## config.mk

```make
export PLATFORM = sky130hd
export DESIGN_NAME = quaternion_pose_guard_top
export DESIGN_NICKNAME = d
export VERILOG_FILES = /design/src/rtl/core/qpg_pkg.sv /design/src/rtl/core/quaternion_pose_guard_top.sv
export SDC_FILE = /design/constraint.sdc
export NUM_CORES = 2
export LEC_CHECK = 0
export ABC_AREA = 1
export BUFFER_PORTS_ARGS = -buffer_cell sky130_fd_sc_hd__buf_2
export CORE_MARGIN = 2
export CORE_UTILIZATION = 60
export DETAILED_ROUTE_END_ITERATION = 8
export GPL_TIMING_DRIVEN = 0
export PLACE_DENSITY = 0.76
export SYNTH_ARGS = -nofsm -noshare
export SYNTH_HDL_FRONTEND = slang
export SYNTH_SLANG_ARGS = --single-unit
```

## constraint.sdc

```tcl
create_clock -name clk -period 27.5 [get_ports clk]
set_input_delay 0 -clock clk [delete_from_list [all_inputs] [get_ports clk]]
set_output_delay 0 -clock clk [all_outputs]
set_load 0.005 [all_outputs]
```

## src/rtl/core/qpg_pkg.sv

```systemverilog
// qpg_pkg: shared types and constants for the quaternion pose guard
// depends on: nothing
package qpg_pkg;

	// component and squared-norm widths
	localparam int unsigned COMP_W = 16;
	localparam int unsigned MUL_W  = 18;
	localparam int unsigned PROD_W = 2 * MUL_W;
	localparam int unsigned S_W    = 33;
	localparam int unsigned SQ_W   = 32;
	localparam int unsigned ERR_W  = 15;
	localparam int unsigned BND_W  = 34;
	localparam int unsigned DOT_W  = 33;

	// width of the square-root-divide accumulators
	localparam int unsigned ACC_W = 68;

	// digits of one scaled magnitude, one per cycle
	localparam int unsigned SCALE_STEPS = 15;

	localparam logic [ERR_W-1:0]  MAX_ERR_RESET = 15'd6554;
	localparam logic signed [COMP_W-1:0] Q_ONE  = 16'sd16384;
	localparam logic [16:0]       NORM_ONE      = 17'd65536;

	typedef logic signed [COMP_W-1:0] comp_t;
	typedef logic signed [ACC_W-1:0]  acc_t;

endpackage

```

## src/rtl/core/quaternion_pose_guard_top.sv

```systemverilog
// quaternion_pose_guard_top: norm check, unit scaling and hemisphere continuity
// for a stream of signed Q2.14 orientation quaternions
// depends on: qpg_pkg
//
// usage
//   input channel: in_valid / in_stall with in_w, in_x, in_y, in_z (signed Q2.14)
//   output channel: out_valid / out_stall with out_w..out_z, pose_valid, pose_held
//   a transaction moves when valid is high and stall is low at a rising clk edge
//   cfg_wr_en / cfg_wr_data write max_norm_error (unsigned Q0.16); write only when idle
//   one transaction is worked on at a time; in_stall is high from the accept
//   until the result is loaded into the output register
//   from the accept: four component squares and two bound squares, the check, four
//   components of 15 digits each, the dot product and the load; the first accepted
//   pose skips the dot product, a rejected pose goes from check to load; scaling is
//   digit-serial, one result bit per cycle; a next input can come the cycle after load
//   the output register parts the channels: a finished result may wait on
//   out_stall while the next input is taken; the block waits at load time only
//   if the previous result is still stalled
//   reset: identity pose stored, no accepted pose, max_norm_error = 6554,
//   output channel empty
module quaternion_pose_guard_top (
	input  logic                           clk,
	input  logic                           arst_n,
	// input channel
	input  logic                           in_valid,
	output logic                           in_stall,
	input  logic signed [15:0]             in_w,
	input  logic signed [15:0]             in_x,
	input  logic signed [15:0]             in_y,
	input  logic signed [15:0]             in_z,
	// output channel
	output logic                           out_valid,
	input  logic                           out_stall,
	output logic signed [15:0]             out_w,
	output logic signed [15:0]             out_x,
	output logic signed [15:0]             out_y,
	output logic signed [15:0]             out_z,
	output logic                           pose_valid,
	output logic                           pose_held,
	// configuration
	input  logic                           cfg_wr_en,
	input  logic [qpg_pkg::ERR_W-1:0]      cfg_wr_data
);

	typedef enum logic [2:0] {
		ST_IDLE,
		ST_NORM,
		ST_CHECK,
		ST_SCALE,
		ST_DOT,
		ST_FINISH
	} state_t;

	// counter positions in the norm and dot sequences
	localparam logic [2:0] CNT_LO   = 3'd4;  // lower bound square issued
	localparam logic [2:0] CNT_HI   = 3'd5;  // upper bound square issued
	localparam logic [2:0] CNT_NEND = 3'd6;  // last norm product taken
	localparam logic [2:0] CNT_DEND = 3'd4;  // last dot product taken
	localparam logic [3:0] STEP_LAST = 4'(qpg_pkg::SCALE_STEPS - 1);
	localparam logic [1:0] COMP_LAST = 2'd3;

	// control state
	state_t                        state_q;
	logic [2:0]                    cnt_q;
	logic [3:0]                    step_q;
	logic [1:0]                    comp_q;
	logic [qpg_pkg::ERR_W-1:0]     max_err_q;
	qpg_pkg::comp_t                last_q [4];
	logic                          have_pose_q;

	// output register
	logic                          out_valid_q;
	qpg_pkg::comp_t                out_q [4];
	logic                          pose_valid_q;
	logic                          pose_held_q;

	// datapath registers
	qpg_pkg::comp_t                q_q [4];       // candidate, rotates through slot 0
	logic [qpg_pkg::SQ_W-1:0]      sq_q [4];      // component squares, rotate with q_q
	logic [qpg_pkg::S_W-1:0]       s_q;           // squared norm, unsigned Q5.28
	logic [qpg_pkg::BND_W-1:0]     lo2_q;
	logic [qpg_pkg::BND_W-1:0]     hi2_q;
	logic signed [qpg_pkg::PROD_W-1:0] prod_q;    // shared multiplier output
	logic                          reject_q;
	qpg_pkg::acc_t                 t_q;           // (2m-1)^2 * S for accepted digits
	qpg_pkg::acc_t                 w_q;           // (2m-1) * S aligned to current digit
	qpg_pkg::acc_t                 g_q;           // S aligned to current digit squared
	qpg_pkg::acc_t                 target_q;      // c^2 << 30
	logic [14:0]                   m_q;           // magnitude digits so far
	qpg_pkg::comp_t                r_q [4];       // scaled result, shifts in at slot 3
	logic signed [qpg_pkg::DOT_W-1:0] dot_q;

	// handshakes
	logic in_fire;
	logic out_free;

	assign in_stall = (state_q != ST_IDLE);
	assign in_fire  = in_valid && !in_stall;
	assign out_free = !out_valid_q || !out_stall;

	// shared multiplier operands
	logic [16:0]                   lo_bnd;
	logic [16:0]                   hi_bnd;
	logic signed [qpg_pkg::MUL_W-1:0] mul_a;
	logic signed [qpg_pkg::MUL_W-1:0] mul_b;

	assign lo_bnd = qpg_pkg::NORM_ONE - {2'b00, max_err_q};
	assign hi_bnd = qpg_pkg::NORM_ONE + {2'b00, max_err_q};

	always_comb begin
		mul_a = '0;
		mul_b = '0;
		unique case (state_q)
			ST_NORM: begin
				if (cnt_q == CNT_LO) begin
					mul_a = {1'b0, lo_bnd};
					mul_b = {1'b0, lo_bnd};
				end else if (cnt_q == CNT_HI) begin
					mul_a = {1'b0, hi_bnd};
					mul_b = {1'b0, hi_bnd};
				end else begin
					mul_a = {{2{q_q[0][15]}}, q_q[0]};
					mul_b = {{2{q_q[0][15]}}, q_q[0]};
				end
			end
			ST_DOT: begin
				mul_a = {{2{last_q[0][15]}}, last_q[0]};
				mul_b = {{2{r_q[0][15]}}, r_q[0]};
			end
			default: begin
				mul_a = '0;
				mul_b = '0;
			end
		endcase
	end

	// norm window test: reject zero or (65536-E)^2 > 16S or 16S > (65536+E)^2
	logic [qpg_pkg::S_W+3:0] s16;
	logic                    norm_bad;

	assign s16      = {s_q, 4'd0};
	assign norm_bad = (s_q == '0) || (s16 < {3'd0, lo2_q}) || (s16 > {3'd0, hi2_q});

	// scaling unit start values for one component
	qpg_pkg::acc_t s_ext;
	qpg_pkg::acc_t w_init;
	qpg_pkg::acc_t g_init;

	assign s_ext  = {{(qpg_pkg::ACC_W - qpg_pkg::S_W){1'b0}}, s_q};
	assign w_init = -(s_ext <<< 16);
	assign g_init = s_ext <<< 30;

	// one digit: try setting the current bit of m, keep it if (2m-1)^2 S <= c^2 2^30
	qpg_pkg::acc_t cand;
	logic          digit;
	logic [14:0]   m_fin;
	qpg_pkg::comp_t mag;

	assign cand  = t_q + w_q + g_q;
	assign digit = (cand <= target_q);
	assign m_fin = {m_q[13:0], digit};
	assign mag   = {1'b0, m_fin};

	// hemisphere flip
	logic           flip;
	qpg_pkg::comp_t r_fin [4];

	assign flip = have_pose_q && dot_q[qpg_pkg::DOT_W-1];

	always_comb begin
		for (int i = 0; i < 4; i++) begin
			r_fin[i] = flip ? -r_q[i] : r_q[i];
		end
	end

	// sequencer, configuration, stored pose and output register
	always_ff @(posedge clk or negedge arst_n) begin
		if (!arst_n) begin
			state_q      <= ST_IDLE;
			cnt_q        <= '0;
			step_q       <= '0;
			comp_q       <= '0;
			max_err_q    <= qpg_pkg::MAX_ERR_RESET;
			last_q[0]    <= qpg_pkg::Q_ONE;
			last_q[1]    <= '0;
			last_q[2]    <= '0;
			last_q[3]    <= '0;
			have_pose_q  <= 1'b0;
			out_valid_q  <= 1'b0;
			out_q[0]     <= '0;
			out_q[1]     <= '0;
			out_q[2]     <= '0;
			out_q[3]     <= '0;
			pose_valid_q <= 1'b0;
			pose_held_q  <= 1'b0;
		end else begin
			if (cfg_wr_en) begin
				max_err_q <= cfg_wr_data;
			end
			// the finish state loads the register itself
			if (out_valid_q && !out_stall && state_q != ST_FINISH) begin
				out_valid_q <= 1'b0;
			end
			unique case (state_q)
				ST_IDLE: begin
					if (in_fire) begin
						state_q <= ST_NORM;
						cnt_q   <= '0;
					end
				end
				ST_NORM: begin
					if (cnt_q == CNT_NEND) begin
						state_q <= ST_CHECK;
					end else begin
						cnt_q <= cnt_q + 3'd1;
					end
				end
				ST_CHECK: begin
					step_q <= '0;
					comp_q <= '0;
					state_q <= norm_bad ? ST_FINISH : ST_SCALE;
				end
				ST_SCALE: begin
					if (step_q == STEP_LAST) begin
						step_q <= '0;
						if (comp_q == COMP_LAST) begin
							cnt_q   <= '0;
							state_q <= have_pose_q ? ST_DOT : ST_FINISH;
						end else begin
							comp_q <= comp_q + 2'd1;
						end
					end else begin
						step_q <= step_q + 4'd1;
					end
				end
				ST_DOT: begin
					if (cnt_q < CNT_DEND) begin
						// rotate the stored pose past the multiplier, back in place after four
						last_q[0] <= last_q[1];
						last_q[1] <= last_q[2];
						last_q[2] <= last_q[3];
						last_q[3] <= last_q[0];
					end
					if (cnt_q == CNT_DEND) begin
						state_q <= ST_FINISH;
					end else begin
						cnt_q <= cnt_q + 3'd1;
					end
				end
				ST_FINISH: begin
					if (out_free) begin
						out_valid_q <= 1'b1;
						state_q     <= ST_IDLE;
						if (reject_q) begin
							// hold the last pose, or show identity when none exists
							for (int i = 0; i < 4; i++) begin
								out_q[i] <= have_pose_q ? last_q[i] :
									((i == 0) ? qpg_pkg::Q_ONE : '0);
							end
							pose_valid_q <= have_pose_q;
							pose_held_q  <= have_pose_q;
						end else begin
							for (int i = 0; i < 4; i++) begin
								out_q[i]  <= r_fin[i];
								last_q[i] <= r_fin[i];
							end
							have_pose_q  <= 1'b1;
							pose_valid_q <= 1'b1;
							pose_held_q  <= 1'b0;
						end
					end
				end
				default: begin
					state_q <= ST_IDLE;
				end
			endcase
		end
	end

	// arithmetic datapath
	always_ff @(posedge clk) begin
		prod_q <= mul_a * mul_b;
		unique case (state_q)
			ST_IDLE: begin
				if (in_fire) begin
					q_q[0] <= in_w;
					q_q[1] <= in_x;
					q_q[2] <= in_y;
					q_q[3] <= in_z;
					s_q    <= '0;
				end
			end
			ST_NORM: begin
				if (cnt_q < CNT_LO) begin
					q_q[0] <= q_q[1];
					q_q[1] <= q_q[2];
					q_q[2] <= q_q[3];
					q_q[3] <= q_q[0];
				end
				// squares arrive in the cycle after issue, from the product register
				if (cnt_q != '0 && cnt_q <= CNT_LO) begin
					s_q     <= s_q + {1'b0, prod_q[qpg_pkg::SQ_W-1:0]};
					sq_q[0] <= sq_q[1];
					sq_q[1] <= sq_q[2];
					sq_q[2] <= sq_q[3];
					sq_q[3] <= prod_q[qpg_pkg::SQ_W-1:0];
				end
				if (cnt_q == CNT_HI) begin
					lo2_q <= prod_q[qpg_pkg::BND_W-1:0];
				end
				if (cnt_q == CNT_NEND) begin
					hi2_q <= prod_q[qpg_pkg::BND_W-1:0];
				end
			end
			ST_CHECK: begin
				reject_q <= norm_bad;
				t_q      <= s_ext;
				w_q      <= w_init;
				g_q      <= g_init;
				target_q <= {{(qpg_pkg::ACC_W - qpg_pkg::SQ_W - 30){1'b0}}, sq_q[0], 30'd0};
				m_q      <= '0;
			end
			ST_SCALE: begin
				if (step_q == STEP_LAST) begin
					r_q[0] <= r_q[1];
					r_q[1] <= r_q[2];
					r_q[2] <= r_q[3];
					r_q[3] <= q_q[0][15] ? -mag : mag;
					q_q[0] <= q_q[1];
					q_q[1] <= q_q[2];
					q_q[2] <= q_q[3];
					q_q[3] <= q_q[0];
					sq_q[0] <= sq_q[1];
					sq_q[1] <= sq_q[2];
					sq_q[2] <= sq_q[3];
					sq_q[3] <= sq_q[0];
					// restart the unit on the next component
					t_q      <= s_ext;
					w_q      <= w_init;
					g_q      <= g_init;
					target_q <= {{(qpg_pkg::ACC_W - qpg_pkg::SQ_W - 30){1'b0}}, sq_q[1], 30'd0};
					m_q      <= '0;
					dot_q    <= '0;
				end else begin
					if (digit) begin
						t_q <= cand;
						w_q <= (w_q >>> 1) + g_q;
					end else begin
						w_q <= w_q >>> 1;
					end
					g_q <= g_q >>> 2;
					m_q <= m_fin;
				end
			end
			ST_DOT: begin
				if (cnt_q < CNT_DEND) begin
					r_q[0] <= r_q[1];
					r_q[1] <= r_q[2];
					r_q[2] <= r_q[3];
					r_q[3] <= r_q[0];
				end
				if (cnt_q != '0) begin
					dot_q <= dot_q + prod_q[qpg_pkg::DOT_W-1:0];
				end
			end
			default: begin
			end
		endcase
	end

	assign out_valid  = out_valid_q;
	assign out_w      = out_q[0];
	assign out_x      = out_q[1];
	assign out_y      = out_q[2];
	assign out_z      = out_q[3];
	assign pose_valid = pose_valid_q;
	assign pose_held  = pose_held_q;

	// a held pose is always a valid one
	assert property (@(posedge clk) disable iff (!arst_n)
		out_valid && pose_held |-> pose_valid)
		else $error("held pose reported without a valid pose");

	// an accepted candidate is stored and shown as a fresh pose
	assert property (@(posedge clk) disable iff (!arst_n)
		state_q == ST_FINISH && out_free && !reject_q
		|=> have_pose_q && out_valid && pose_valid && !pose_held)
		else $error("accepted pose not stored or not shown");

	// the scaled magnitude never exceeds one in Q2.14
	assert property (@(posedge clk) disable iff (!arst_n)
		state_q == ST_SCALE && step_q == STEP_LAST |-> m_fin <= 15'd16384)
		else $error("scaled magnitude above unit");

	// every valid pose has components within the unit range
	assert property (@(posedge clk) disable iff (!arst_n)
		out_valid && pose_valid |->
		out_w <= 16'sd16384 && out_w >= -16'sd16384 &&
		out_x <= 16'sd16384 && out_x >= -16'sd16384 &&
		out_y <= 16'sd16384 && out_y >= -16'sd16384 &&
		out_z <= 16'sd16384 && out_z >= -16'sd16384)
		else $error("pose component outside unit range");

endmodule
```

==> flow_summary_export.csv <==
group,metric,value,unit
run_status,status,"finished, violations left",
run_status,violations,"capacitance limit",
sta,tns,0,ns
setup_path,cp_max_fo,10,
synthesis,yosysMostFrequentCell,"nand2_1",
global_routing,grt_max_degree,100,
die,die_height,323.1,um
setup_path,crit_path_end_kind,"flip-flop",
die,row_count,117,
sta,skew,0.04016,ns
final_layout,drive_above_1_share,5.417,%
global_routing,antenna_found_initial,4,
synthesis,yosysUniqueCellTypes,65,
drt,ant_nets,0,
synthesis,synth_cells,7066,
sta,worst_pin_slew,1.484,ns
final_layout,syn_to_final_growth,11.68,%
setup_path,worst-endpoint-required,28.09,ns
setup_path,crit_start,"cnt_q[0]$_DFFE_PN0P_",
clock_tree,cts_tree,"built",
sta,rsz0062_at_grt,"no",
clock_tree,cts_root_buffer,"clkbuf_16",
clock_tree,clock_latency,0.71,ns
setup_path,critical-path-max-stage-delay,0.84,ns
clock_tree,clkTransAtPathRegs,0.06,ns
global_routing,track_usage,40.37,%
drt,vias_per_cell,5.872,
global_routing,grt_pass1_wl,312300,um
global_routing,grt_pass1_vias,52360,
sta,slew_viol_final,0,
sta,period_minus_slack,10.35,ns
sta,timing.fmax,96.64,MHz
clock_tree,htreeDepth,3,
synthesis,synth_nets,7928,
setup_path,cpMostUsedCell,"inv_1",
synthesis,synth.area.top_cells,"edfxtp_1, fa_1, nand2_1, ha_1, inv_1",
clock_tree,clock_path_buffers,3,
final_layout,nFillCells,8203,
drt,initialDrtViolationCount,5226,
final_layout,area.sequential,23740,sq um
die,dieArea,104400,sq um
placed_design,port_buffers,150,
die,start_util,60.22,%
synthesis,synth_area_per_cell,8.645,sq um
synthesis,ys_seq_area_share,38.87,%
synthesis,synth_warnings,0,
drt,wl_per_cell,23.55,um
final_layout,multi_input_area,32040,sq um
drt,dr.pass1.iters,8,
min_path,hold_class,"primary input to flip-flop",
synthesis,synth_commonest_cells,"nand2_1, inv_1, nor2_1",
sta,post-route-period-util,37.63,%
setup_path,slowest_stage,"a21oi_1",
setup_path,path_class,"flip-flop to flip-flop",
clock_tree,cts_made_buffers,90,
setup_path,start_kind,"flip-flop",
sta,timing.slew.headroom,0.01715,%
placed_design,hpwlAfterDp,165300,um
synthesis,yosysTopAreaCell,"edfxtp_1",
synthesis,ys_seq_elements,828,
synthesis,ys.flop_type,"edfxtp_1",
drt,drcViolationCount,0,
sta,hold_violations,0,
synthesis,synth_area,61090,sq um
setup_path,timing.rr.start,"cnt_q[0]$_DFFE_PN0P_",
synthesis,synth_top_area_share,31.26,%
clock_tree,clock-sinks,828,
min_path,hp-start,"in_y[13]",
die,fp.dieW,323.1,um
drt,drt_wl_total,209200,um
die,coreArea,101400,sq um
die,ios,152,
clock_tree,post_cts_buffers,0,
placed_design,globalplace.congestion,1.044,
drt,vias,52170,
setup_path,worstPathArrival,10.93,ns
synthesis,ys_async_sr_fraction,19.08,%
synthesis,synth_edf_count,636,
sta,setup_violations,0,
global_routing,grt_overflow,0,
final_layout,fin_nets,8302,
run,max-cap-violations,1,
-- final cells by class --
class / instances / share of cell area [%]
Multi-Input combinational cell: 4815 / 46.96
Timing Repair Buffer: 282 / 3.378
Buffer: 183 / 1.073
Inverter: 1240 / 6.822
Clock inverter: 60 / 0.8986
Tap cell: 1368 / 2.509
Clock buffer: 106 / 3.556
Sequential cell: 828 / 34.80
Antenna cell: 2 / 0.007336
-- kinds of logic after synthesis --
kind of cell / count (synthesis) / share of synthesized area, %
compound gates: 1319 / 12.23
flops: 828 / 38.87
xor+xnor: 218 / 3.126
buf+inv: 1423 / 8.817
fa+ha+maj: 778 / 20.63
simple gates: 2500 / 16.33
-- routing by layer --
metal  up-vias  global-route usage, %  wire length, um  share of wire (%)
met2      2614                  66.48            98720                 47
met1     25030                  48.23            76030                 36
met3       695                  7.025            16910                8.1
met4         4                  28.52            17520                8.4
met5         -                      0               25              0.012
li1      23830                      -                -                  -
-- critical path, delay by kind of cell, from the launching register on --
kind / cells / cell delay (ns)
adders and majority gates: 9 / 3.14
AOI/OAI and AO/OA: 8 / 2.97
buffers and inverters: 12 / 2.28
and+or+nand+nor: 10 / 1.14
DFF: 1 / 0.38
xor gates and xnor gates: 1 / 0.28
-- layout by cell type (no fill, tap or decap), types with 48 or more instances in the layout --
cell type / instances
o211ai_1: 75
clkbuf_1: 166
nand3_1: 147
nor2_1: 670
dfrtp_1: 150
buf_2: 164
inv_1: 1223
dlygate4sd3_1: 113
a31oi_1: 78
xor2_1: 137
edfxtp_1: 636
ha_1: 396
xnor2_1: 81
clkbuf_16: 93
a21oi_1: 482
nor3_1: 69
fa_1: 382
o21ai_0: 431
nand2_1: 1506
o21a_1: 48
-- sequential cells by signal (all words and copies together), names as in the netlist, 63 cells and up --
register  cells
g_q          63
last_q       64
q_q          64
r_q          64
sq_q        128
t_q          68
w_q          68
-- repair_timing --
| item | 4_1_cts | 5_1_grt |
|---|---|---|
| hold buffers | 114 | 0 |
| resized for setup | 0 | 0 |
| hold endpoints to repair | 243 | 0 |
-- final timing paths --
path                                             to  slack (ns)  depth (start not counted)
min                            q_q[2][13]$_DFFE_PP_        0.12                          4
min reg2reg                   sq_q[2][19]$_DFFE_PP_        0.41                          0
min in group asynchronous  max_err_q[4]$_DFFE_PN1P_        0.51                          3
max reg2reg                      prod_q[33]$_DFF_P_       17.15                         40
max                              prod_q[33]$_DFF_P_       17.15                         40
max in group asynchronous     last_q[0]$_DFFE_PN0P_       26.43                          4
-- stage by stage --
| stage | utilization (%) | std cells | hold WS, ns | area, sq um | setup slack [ns] |
|---|---|---|---|---|---|
| finish | 67.25 | 8884 | 0.1204 | 68230 | 17.15 |
| floorplan | - | 7066 | -0.2956 | 61090 | 14.60 |
| CTS | 67.23 | 8881 | 0.08737 | 68210 | 17.57 |
| detailed placement | 63.09 | 8601 | -0.01947 | 64010 | 17.60 |
| global route | 67.25 | 8883 | 0.1468 | 68220 | 17.06 |
| global placement | 62.64 | 8584 | 0.2102 | 63550 | 8.845 |
Power is not shown: default switching activity piles up to over one toggle a cycle in this logic, so the estimate is an artifact.
